--- config.mk ---
export PLATFORM = sky130hd
export DESIGN_NAME = swo_manchester_packetizer
export DESIGN_NICKNAME = d
export VERILOG_FILES = /design/src/rtl/swo_mp_pkg.sv /design/src/rtl/swo_mp_front.sv /design/src/rtl/swo_mp_queue.sv /design/src/rtl/swo_mp_back.sv /design/src/rtl/swo_manchester_packetizer.sv
export SDC_FILE = /design/constraint.sdc
export NUM_CORES = 1
export LEC_CHECK = 0
export ABC_AREA = 1
export ABC_CLOCK_PERIOD_IN_PS = 3980
export BUFFER_PORTS_ARGS = -buffer_cell sky130_fd_sc_hd__buf_2
export CELL_PAD_IN_SITES_DETAIL_PLACEMENT = 1
export CELL_PAD_IN_SITES_GLOBAL_PLACEMENT = 2
export CORE_ASPECT_RATIO = 0.75
export CORE_MARGIN = 4
export CORE_UTILIZATION = 40
export CTS_CLUSTER_DIAMETER = 120
export DETAILED_ROUTE_END_ITERATION = 8
export PLACE_DENSITY_LB_ADDON = 0.2
export SLEW_MARGIN = 20
export SYNTH_ARGS = -nofsm -noshare
export SYNTH_HDL_FRONTEND = slang
export SYNTH_SLANG_ARGS = --single-unit
--- constraint.sdc ---
create_clock -name clk -period 3.98 [get_ports clk]
set_input_delay 0.597 -clock clk [delete_from_list [all_inputs] [get_ports clk]]
set_output_delay 0.597 -clock clk [all_outputs]
set_load 0.005 [all_outputs]
--- src/rtl/swo_mp_pkg.sv ---
`timescale 1ns / 1ps

package swo_mp_pkg;

    localparam logic [7:0] START_BYTE = 8'h02;
    localparam logic [7:0] SPACE_BYTE = 8'h00;

    localparam logic [1:0] SIZE_ONE  = 2'd1;
    localparam logic [1:0] SIZE_TWO  = 2'd2;
    localparam logic [1:0] SIZE_FOUR = 2'd3;

    // What a job expands into on the back side.
    typedef enum logic [2:0] {
        MODE_FULL,      // four-byte packet, no space byte
        MODE_FULL_SP,   // four-byte packet, message ends here
        MODE_END1,      // one-byte packet with space
        MODE_END2,      // two-byte packet with space
        MODE_END3       // two-byte packet, then one-byte packet with space
    } job_mode_t;

    typedef struct packed {
        logic [4:0]      channel;
        logic [3:0][7:0] data;    // data[0] goes out first
        job_mode_t       mode;
    } job_t;

    typedef enum logic {
        BK_IDLE,
        BK_RUN
    } back_state_t;

    // Bit i of the nibble becomes pair {b, ~b} at bits 7-2i..6-2i.
    function automatic logic [7:0] manch_nibble(input logic [3:0] nib);
        logic [7:0] r;
        r = '0;
        for (int i = 0; i < 4; i++)
        begin
            r[7 - 2 * i] = nib[i];
            r[6 - 2 * i] = ~nib[i];
        end
        return r;
    endfunction

endpackage

--- src/rtl/swo_mp_front.sv ---
`timescale 1ns / 1ps

module swo_mp_front
    import swo_mp_pkg::*;
(
    input  logic        clk,
    input  logic        rst_n,
    input  logic        cfg_we,
    input  logic [31:0] cfg_wdata,
    input  logic        in_fire,
    input  logic [7:0]  payload_byte,
    input  logic [4:0]  trace_channel,
    input  logic        message_end,
    output logic        push,
    output job_t        push_job
);

    logic [31:0] mask_reg;
    logic [7:0]  pending_reg [3];
    logic [1:0]  count_reg;
    logic [1:0]  count_next;
    logic [2:0]  cnt;
    logic        enabled;
    logic        store;

    assign enabled = mask_reg[trace_channel];
    assign cnt     = {1'b0, count_reg} + 3'd1;

    always_comb
    begin
        push_job.channel = trace_channel;
        for (int i = 0; i < 3; i++)
        begin
            if (2'(i) < count_reg)
                push_job.data[i] = pending_reg[i];
            else
                push_job.data[i] = payload_byte;
        end
        push_job.data[3] = payload_byte;
        priority if (cnt == 3'd4)
            push_job.mode = message_end ? MODE_FULL_SP : MODE_FULL;
        else if (cnt == 3'd3)
            push_job.mode = MODE_END3;
        else if (cnt == 3'd2)
            push_job.mode = MODE_END2;
        else
            push_job.mode = MODE_END1;
    end

    assign push  = in_fire && enabled && (cnt == 3'd4 || message_end);
    assign store = in_fire && enabled && !(cnt == 3'd4 || message_end);

    always_comb
    begin
        count_next = count_reg;
        if (in_fire)
        begin
            if (store)
                count_next = cnt[1:0];
            else if (push || message_end)
                count_next = 2'd0;
        end
    end

    always_ff @(posedge clk or negedge rst_n)
    begin
        if (!rst_n)
        begin
            mask_reg  <= '0;
            count_reg <= '0;
        end
        else
        begin
            if (cfg_we)
                mask_reg <= cfg_wdata;
            count_reg <= count_next;
        end
    end

    // held bytes: written before read, no reset
    always_ff @(posedge clk)
    begin
        if (store)
            pending_reg[count_reg] <= payload_byte;
    end

endmodule

--- src/rtl/swo_mp_queue.sv ---
`timescale 1ns / 1ps

module swo_mp_queue
    import swo_mp_pkg::*;
#(
    parameter int DEPTH = 2
)
(
    input  logic clk,
    input  logic rst_n,
    input  logic push,
    input  job_t push_job,
    input  logic pop,
    output logic full,
    output logic head_valid,
    output job_t head_job
);

    localparam int AW = $clog2(DEPTH);
    localparam int CW = $clog2(DEPTH + 1);

    job_t          entry_reg [DEPTH];
    logic [AW-1:0] wr_ptr_reg;
    logic [AW-1:0] rd_ptr_reg;
    logic [CW-1:0] count_reg;
    logic          do_push;
    logic          do_pop;

    assign full       = (count_reg == CW'(DEPTH));
    assign head_valid = (count_reg != '0);
    assign head_job   = entry_reg[rd_ptr_reg];
    assign do_push    = push && !full;
    assign do_pop     = pop && head_valid;

    always_ff @(posedge clk or negedge rst_n)
    begin
        if (!rst_n)
        begin
            wr_ptr_reg <= '0;
            rd_ptr_reg <= '0;
            count_reg  <= '0;
        end
        else
        begin
            if (do_push)
                wr_ptr_reg <= (wr_ptr_reg == AW'(DEPTH - 1)) ? '0 : wr_ptr_reg + 1'b1;
            if (do_pop)
                rd_ptr_reg <= (rd_ptr_reg == AW'(DEPTH - 1)) ? '0 : rd_ptr_reg + 1'b1;
            if (do_push && !do_pop)
                count_reg <= count_reg + 1'b1;
            else if (do_pop && !do_push)
                count_reg <= count_reg - 1'b1;
        end
    end

    always_ff @(posedge clk)
    begin
        if (do_push)
            entry_reg[wr_ptr_reg] <= push_job;
    end

endmodule

--- src/rtl/swo_mp_back.sv ---
`timescale 1ns / 1ps

module swo_mp_back
    import swo_mp_pkg::*;
(
    input  logic       clk,
    input  logic       rst_n,
    input  logic       head_valid,
    input  job_t       head_job,
    output logic       pop,
    output logic       busy,
    output logic       out_valid,
    input  logic       out_ready,
    output logic [7:0] spi_byte,
    output logic       transfer_end,
    output logic       run_last
);

    back_state_t state_reg, state_next;
    job_t        job_reg;
    logic [3:0]  step_reg;
    logic        phase_reg;

    logic        out_valid_reg;
    logic [7:0]  byte_reg;
    logic        tend_reg;
    logic        rlast_reg;

    // current packet shape
    logic [2:0]  n_bytes;
    logic [1:0]  size_code;
    logic        with_space;
    logic [1:0]  offset;
    logic        job_final;
    logic [3:0]  last_step;

    logic        emit;
    logic        pkt_end;
    logic        at_end;
    logic [3:0]  dstep;
    logic [1:0]  didx;
    logic [7:0]  src_byte;
    logic [3:0]  nib;
    logic [7:0]  byte_next;

    always_comb
    begin
        n_bytes    = 3'd1;
        size_code  = SIZE_ONE;
        with_space = 1'b1;
        offset     = 2'd0;
        job_final  = 1'b1;
        unique case (job_reg.mode)
            MODE_FULL:
            begin
                n_bytes    = 3'd4;
                size_code  = SIZE_FOUR;
                with_space = 1'b0;
            end
            MODE_FULL_SP:
            begin
                n_bytes   = 3'd4;
                size_code = SIZE_FOUR;
            end
            MODE_END1: ;
            MODE_END2:
            begin
                n_bytes   = 3'd2;
                size_code = SIZE_TWO;
            end
            MODE_END3:
            begin
                if (phase_reg)
                    offset = 2'd2;
                else
                begin
                    n_bytes    = 3'd2;
                    size_code  = SIZE_TWO;
                    with_space = 1'b0;
                    job_final  = 1'b0;
                end
            end
            default: ;
        endcase
    end

    // start, two header halves, two halves per data byte, optional space
    assign last_step = 4'd2 + {n_bytes, 1'b0} + {3'd0, with_space};

    assign dstep    = step_reg - 4'd3;
    assign didx     = dstep[2:1] + offset;
    assign src_byte = (step_reg < 4'd3) ? {job_reg.channel, 1'b0, size_code}
                                        : job_reg.data[didx];
    assign nib      = step_reg[0] ? src_byte[3:0] : src_byte[7:4];

    always_comb
    begin
        priority if (step_reg == '0)
            byte_next = START_BYTE;
        else if (with_space && step_reg == last_step)
            byte_next = SPACE_BYTE;
        else
            byte_next = manch_nibble(nib);
    end

    assign pkt_end = (step_reg == last_step);

    // next state
    always_comb
    begin
        state_next = state_reg;
        unique case (state_reg)
            BK_IDLE:
                if (head_valid)
                    state_next = BK_RUN;
            BK_RUN:
                if (at_end && !head_valid)
                    state_next = BK_IDLE;
            default:
                state_next = BK_IDLE;
        endcase
    end

    // outputs of the sequencer
    always_comb
    begin
        emit = 1'b0;
        pop  = 1'b0;
        unique case (state_reg)
            BK_IDLE:
                pop = head_valid;
            BK_RUN:
            begin
                emit = !out_valid_reg || out_ready;
                pop  = emit && pkt_end && job_final && head_valid;
            end
            default: ;
        endcase
    end

    assign at_end = emit && pkt_end && job_final;
    assign busy   = (state_reg == BK_RUN);

    always_ff @(posedge clk or negedge rst_n)
    begin
        if (!rst_n)
        begin
            state_reg     <= BK_IDLE;
            out_valid_reg <= 1'b0;
            step_reg      <= '0;
            phase_reg     <= 1'b0;
        end
        else
        begin
            state_reg <= state_next;
            if (emit)
                out_valid_reg <= 1'b1;
            else if (out_ready)
                out_valid_reg <= 1'b0;
            if (pop)
            begin
                step_reg  <= '0;
                phase_reg <= 1'b0;
            end
            else if (emit)
            begin
                if (pkt_end)
                begin
                    step_reg  <= '0;
                    phase_reg <= 1'b1;
                end
                else
                    step_reg <= step_reg + 4'd1;
            end
        end
    end

    always_ff @(posedge clk)
    begin
        if (pop)
            job_reg <= head_job;
        if (emit)
        begin
            byte_reg  <= byte_next;
            tend_reg  <= pkt_end;
            rlast_reg <= pkt_end && job_final;
        end
    end

    assign out_valid    = out_valid_reg;
    assign spi_byte     = byte_reg;
    assign transfer_end = tend_reg;
    assign run_last     = rlast_reg;

endmodule

--- src/rtl/swo_manchester_packetizer.sv ---
`timescale 1ns / 1ps

// channel   dir  transaction payload
// s_*       in   tdata = payload_byte, trace_channel; tlast = message_end
// m_*       out  tdata = spi_byte; tuser = transfer_end; tlast = run_last
// cfg_*     in   channel_enable_mask, one write per cycle with cfg_we high
//
// The front takes one byte per cycle while the job queue has room; the back
// emits one SPI byte per cycle while running and m_tready is high; an item
// yields 0 to 13 SPI bytes, so the back's byte sequencer sets the rate.
// Reset clears the mask, held-byte count, queue and output stage; no
// clearing pass. m_tready low stalls only the back; the front keeps taking
// bytes until the queue fills.

module swo_manchester_packetizer
    import swo_mp_pkg::*;
#(
    parameter int QUEUE_DEPTH = 2
)
(
    input  logic        clk,
    input  logic        rst_n,
    input  logic        cfg_we,
    input  logic [31:0] cfg_wdata,      // channel_enable_mask
    input  logic        s_tvalid,
    output logic        s_tready,
    input  logic [15:0] s_tdata,        // [7:0] payload_byte, [12:8] trace_channel, rest 0
    input  logic        s_tlast,        // message_end
    output logic        m_tvalid,
    input  logic        m_tready,
    output logic [7:0]  m_tdata,        // [7:0] spi_byte
    output logic        m_tuser,        // [0] transfer_end
    output logic        m_tlast         // run_last
);

    logic in_fire;
    logic q_push;
    job_t q_push_job;
    logic q_full;
    logic q_valid;
    job_t q_head;
    logic q_pop;
    logic back_busy;

    // a full queue holds off the slave side; the back drains it
    assign s_tready = !q_full;
    assign in_fire  = s_tvalid && s_tready;

    swo_mp_front u_front (
        .clk           (clk),
        .rst_n         (rst_n),
        .cfg_we        (cfg_we),
        .cfg_wdata     (cfg_wdata),
        .in_fire       (in_fire),
        .payload_byte  (s_tdata[7:0]),
        .trace_channel (s_tdata[12:8]),
        .message_end   (s_tlast),
        .push          (q_push),
        .push_job      (q_push_job)
    );

    swo_mp_queue #(
        .DEPTH (QUEUE_DEPTH)
    ) u_queue (
        .clk        (clk),
        .rst_n      (rst_n),
        .push       (q_push),
        .push_job   (q_push_job),
        .pop        (q_pop),
        .full       (q_full),
        .head_valid (q_valid),
        .head_job   (q_head)
    );

    swo_mp_back u_back (
        .clk          (clk),
        .rst_n        (rst_n),
        .head_valid   (q_valid),
        .head_job     (q_head),
        .pop          (q_pop),
        .busy         (back_busy),
        .out_valid    (m_tvalid),
        .out_ready    (m_tready),
        .spi_byte     (m_tdata),
        .transfer_end (m_tuser),
        .run_last     (m_tlast)
    );

    // the end of a job always closes a packet transfer
    assert property (@(posedge clk) disable iff (!rst_n)
        m_tvalid && m_tlast |-> m_tuser)
        else $error("run end without transfer end");

    // the front never pushes into a full queue
    assert property (@(posedge clk) disable iff (!rst_n)
        q_push |-> !q_full)
        else $error("job queue overflow");

    // an idle back picks up a waiting job on the next cycle
    assert property (@(posedge clk) disable iff (!rst_n)
        q_valid && !back_busy |=> back_busy)
        else $error("waiting job not started");

    // a new job is only taken at the end of the current one or from idle
    assert property (@(posedge clk) disable iff (!rst_n)
        q_pop && back_busy |=> m_tvalid && m_tlast)
        else $error("job taken before current job finished");

endmodule
======== Word level (Yosys, flattened, before mapping) ========
Memories as Yosys holds them, arrays and structs flattened. A register that Yosys moved wholly into a read port is not among the register bits.
Cells that the tools add are included.
operators by class
  add/subtract/negate cells ............... 10
  $lt $le $gt $ge ......................... 6
  equal/unequal tests ..................... 8
  mux-type cells .......................... 46
  bitwise gates (word level) .............. 5
  reductions and logical operators ........ 37
operator list
  kind                   count
  $mux W8                5
  $mux W1                19
  $mux W2                9
  $bmux W8 S2            1
  $logic_and A1 B1 Y1    16
  $mux W4                4
  $reduce_bool A2 Y1     6
  $eq A3 B2 Y1 const B   3
  $pmux W3 S3            1
  $eq A3 B3 Y1 const B   2
  $logic_not A1 Y1       6
  $lt A5 B6 Y1 const B   1
  $mux W3                2
  $pmux W1 S2            3
  $pmux W2 S3            1
  $bmux W1 S5            1
  $not A1 Y1             5
  $add A2 B4 Y4 const A  1
  $add A4 B1 Y4          1
  $add A4 B1 Y4 const B  1
  $eq A4 B4 Y1           1
  $logic_not A4 Y1       1
  $lt A1 B2 Y1 const A   2
  $lt A4 B2 Y1 const B   1
  other kinds (14)       19
word-level totals
  register bits after elaboration ......... 55
  bits in writable memories ............... 104
  bits of input ports ..................... 54
  output and inout bits ................... 12
  memories ................................ 2
memories
  name                 depth  width  read ports  clocked after Yosys merged registers in  wr ports  line                source
  u_queue.entry_reg    2      40     1           1                                        1         swo_mp_queue.sv:22  job_t entry_reg [DEPTH];
  u_front.pending_reg  3      8      3           0                                        1         swo_mp_front.sv:19  logic [7:0] pending_reg [3];

======== Logic depth before layout (Yosys ltp) ========
  word-level depth ........................ 14
  depth in mapped cells ................... 16
  depth with buffers taken out ............ 16

======== By module ========
A second synthesis with hierarchy kept.
unflattened totals
  cells, all modules ...................... 747
  area, all modules ....................... 9,034.9 um^2
by module, submodules not included
  module                     times used  cells each  area each (um^2)  seq. area each (um^2)
  swo_mp_queue               1           241         3,624.7           2,502.4
  swo_mp_front               1           275         2,850.2           1,571.5
  swo_mp_back                1           228         2,546.2           1,676.6
  swo_manchester_packetizer  1           3           13.8              0.0

======== Least setup slack after synthesis ========
Ideal clock, no wire load.
  kind .................................... input port to flip-flop
  start point ............................. input s_tdata[8]
  end point ............................... memory u_queue.entry_reg[1][0] (netlist name), enable pin
  library setup time ...................... 0.438 ns
  arrival time ............................ 3.130 ns
  required time ........................... 3.542 ns
  setup slack ............................. 0.412 ns
  stages on the path ...................... 11
  buffers on the path ..................... 2
  cells stage by stage .................... buf_6 -> inv_2 -> buf_6 -> nand2_1 -> nand3_1 -> nand3_1 -> nand2_1 -> nand2_1 -> nand3_1 -> nand4_1 -> nor2_1
between the ends
  longest elaborated chain between the ends .. 7
ends and longest elaborated chain
  element                            line                             source
  start: declaration                 swo_manchester_packetizer.sv:27  input logic [15:0] s_tdata,
  $bmux W1 S5                        swo_mp_front.sv:26               assign enabled = mask_reg[trace_channel];
  $mux W1 (implied by the code)      swo_mp_front.sv:26
  $logic_and A1 B1 Y1 (2 in series)  swo_mp_front.sv:50               assign push = in_fire && enabled && (cnt == 3'd4 || message_end);
  $logic_and A1 B1 Y1                swo_mp_queue.sv:32               assign do_push = push && !full;
  $mux W1                            swo_mp_queue.sv:58               if (do_push)
  $mux W1 (implied by the code)      swo_mp_queue.sv:59               entry_reg[wr_ptr_reg] <= push_job;
  end: declaration                   swo_mp_queue.sv:22
Every way passes these cells. The select of a mux whose other input is x is not followed.

======== Worst setup path after layout ========
  start point ............................. register, netlist name u_back.job_reg[1]
  end point ............................... register, netlist name u_back.job_reg[3]
between the ends
  longest elaborated chain between the ends .. 10
  elaborated cells on any way between the ends .. 15
ends and longest elaborated chain
  element                                                  line                source
  $eq A3 B1 Y1 / $logic_not A3 Y1 (equally long branches)  swo_mp_back.sv:53   unique case (job_reg.mode)
  $reduce_or A2 Y1 (no line)                               n/a
  $pmux W3 S3                                              swo_mp_back.sv:53
  $add A2 B4 Y4                                            swo_mp_back.sv:88   assign last_step = 4'd2 + {n_bytes, 1'b0} + {3'd0, with_space};
  $add A4 B1 Y4                                            swo_mp_back.sv:88
  $eq A4 B4 Y1                                             swo_mp_back.sv:106  assign pkt_end = (step_reg == last_step);
  $logic_and A1 B1 Y1                                      swo_mp_back.sv:135  pop = emit && pkt_end && job_final && head_valid;
  $logic_and A1 B1 Y1 (*) (2 in series)                    swo_mp_back.sv:135
  $pmux W1 S2 (*)                                          swo_mp_back.sv:129  unique case (state_reg)
Mark *: on every way between the ends. The rest lies on a longest branch, timed or not.
A chain may end at the register's enable or synchronous reset.

==> out/metrics.yaml <==
status: "complete, no violations"
yosysTopAreaCell: "edfxtp_1"
vdd_drop_max_uv: 335
async_flop_share_pct: 22.6
hold_viol_final: 0
largest_reg_flops: 80
max_stage_delay_ns: 0.43
synth_area_per_cell_um2: 11.5
fin_crit_ns: 3.01
r2r_setup_slack_ns: 0.97
seq_area_frac_synth_pct: 68.4
drive_above_1_share_pct: 21.2
start_kind: "flop"
fin_crit_sh_pct: 75.6
critPathTopFamily: "simple AND/OR/NAND/NOR gates"
ff_latch_area_um2: 5750
cts_setup_buffers: 0
clock-sinks: 199
remaining_drc_errors: 0
synth_warnings: 0
crit_fanout: 15
final_util_pct: 47.4
die_h_um: 134
io_pins: 66
rows: 45
cp_common_cell: "nand2_1"
htreeDepth: 4
dr.pass1.iters: 4
synth-seq-cells: 199
die_width_um: 175
synthFlopType: "edfxtp_1"
ant_nets: 0
vias: 5291
first_iter_violations: 285
core-area_um2: 20400
post_cts_resized: 0
grt_pass1_vias: 5634
slew_headroom_pct: 49.2
grt_usage_pct: 16.9
synth_area_leaders: "edfxtp_1 (55%), dfrtp_1 (13%), nand2_1 (12%)"
setup_tns_ns: 0
cp.required_ns: 4.12
syn_inst: 734
grt_pass1_wl_um: 30700
cp_slowest_cell: "edfxtp_1"
diodes: 0
nets: 861
cap_violations: 0
avgRoutedWirePerCell_um: 17.2
slew_violations: 0
max_freq_mhz: 332
viasPerCell: 4.84
numCtsBuffers: 17
yosysMostFrequentCell: "nand2_1"
critPathBufInv: 2
die_area_um2: 23400
overflow: 0
fillers: 2174
cts_tree: "done"
power_leakage_nw: 3.97
hold_buffers: 0
worstPathArrival_ns: 3.14
rsz0062_at_grt: "false"
grt_max_degree: 46
crit_chain: "nor2_4, nand3_1, a21boi_0, ha_1, xnor2_1, nand2_1, nor2_2, nand4_1, nand2_1, nand2_2, inv_2, buf_4"
hold_class: "in -> async"
synth.distinct_cells: 34
clk_pin_slew_ns: 0.09
cts-root-buf: "clkbuf_16"
crit_type: "reg -> reg"
areaGrowthSynthToFinish_pct: 15.1
io_buffers: 62
cp-end-kind: "flop"
syn-cell-area_um2: 8410
power_density_nw_per_um2: 661
worst_pin_slew_ns: 0.761
wl_um: 18800
dp_hpwl_um: 12700
clk_path_buf_depth: 2
netlist.area_leader.share_pct: 55.0
synth-edff-count: 154
routabilityCongestion: 0.788
insertion_delay_ns: 0.45
ys_top_cells_by_count: "nand2_1 (264), edfxtp_1 (154), nand3_1 (58)"
syn_nets: 797
antenna_found_initial: 0
multi_input_area_um2: 2370
start_util_pct: 41.1
setup_violations: 0
clock_skew_ns: 0.0127
==> where the power goes <==
part	internal, mW	switching, mW	leakage, nW
clock network	0.890	0.942	0.312
registers	2.63	0.152	1.93
logic	0.547	1.23	1.73
==> final timing paths <==
path	from	to	cells past startpoint
min in group clk	cfg_wdata[23]	u_front.mask_reg[23]	2
worst max register to register	u_back.job_reg[1]	u_back.job_reg[3]	12
worst min register to register	u_queue.wr_ptr_reg	u_queue.wr_ptr_reg	2
worst min-delay path	rst_n	u_front.mask_reg[23]	1
worst max-delay path	u_back.job_reg[1]	u_back.job_reg[3]	12
max in group asynchronous	rst_n	u_back.step_reg[0]	1
==> layer usage <==
metal	vias up	GRT usage, %	share of wire, %
met5	-	0	0
met4	0	5.58	1.4
met3	19	3.40	3.5
met2	80	26.8	47
met1	2591	23.7	48
li1	2601	-	-
==> final cells by class <==
cell class                      count  share of cell area, %
Tap cell                          282                   3.64
Multi-Input combinational cell    464                   24.5
Clock inverter                     15                   2.31
Sequential cell                   199                   59.4
Inverter                           43                   1.72
Timing Repair Buffer               73                   4.08
Clock buffer                       17                   4.39
==> cell families (layout without fill, tap and decap cells) <==
family | Yosys count | after routing | share of synthesized area (%)
AO/OA/AOI/OAI | 37 | 37 | 2.37
adder cells (fa/ha/maj) | 9 | 9 | 1.34
XOR/XNOR | 7 | 7 | 0.729
flip-flops | 199 | 199 | 68.4
buffers and inverters | 71 | 148 | 3.59
multiplexers | 33 | 33 | 4.40
AND/OR/NAND/NOR | 378 | 378 | 19.2
==> worst register-to-register path, cell delays in order (launching register included) <==
cell and delay [ns]:
edfxtp_1 0.43, nor2_4 0.24, nand3_1 0.16, a21boi_0 0.32, ha_1 0.31, xnor2_1 0.16, nand2_1 0.08, nor2_2 0.12
nand4_1 0.11, nand2_1 0.13, nand2_2 0.09, inv_2 0.27, buf_4 0.30
==> cells in the final DEF (no fill, tap or decap), types with 3 or more instances in the layout <==
| master | instances |
|---|---|
| xnor2_1 | 5 |
| nand3_1 | 58 |
| nor2_1 | 24 |
| inv_12 | 3 |
| nor2_4 | 4 |
| clkbuf_16 | 17 |
| mux2_2 | 32 |
| a21oi_1 | 5 |
| nand2_2 | 8 |
| inv_2 | 7 |
| nand3_2 | 3 |
| buf_4 | 12 |
| inv_6 | 3 |
| inv_1 | 34 |
| nand2_1 | 264 |
| dfrtp_1 | 45 |
| ha_1 | 9 |
| buf_2 | 61 |
| clkinv_8 | 6 |
| edfxtp_1 | 154 |
| nand4_1 | 8 |
| o21ai_0 | 26 |
| nor2_2 | 4 |
==> per-stage QoR <==
stage	instance area, um2	setup WS [ns]	instances	hold WS, ns	power, mW
after CTS	9680	0.934	1093	0.354	6.49
after global routing	9680	0.724	1093	0.176	6.83
after detailed placement	9030	0.948	1061	0.462	4.63
final	9680	0.972	1093	0.151	6.39
after floorplan	8410	0.412	734	0.301	4.01
after global placement	9030	1.02	1061	0.454	4.56
No activity file was read; power rests on OpenSTA's default activity.
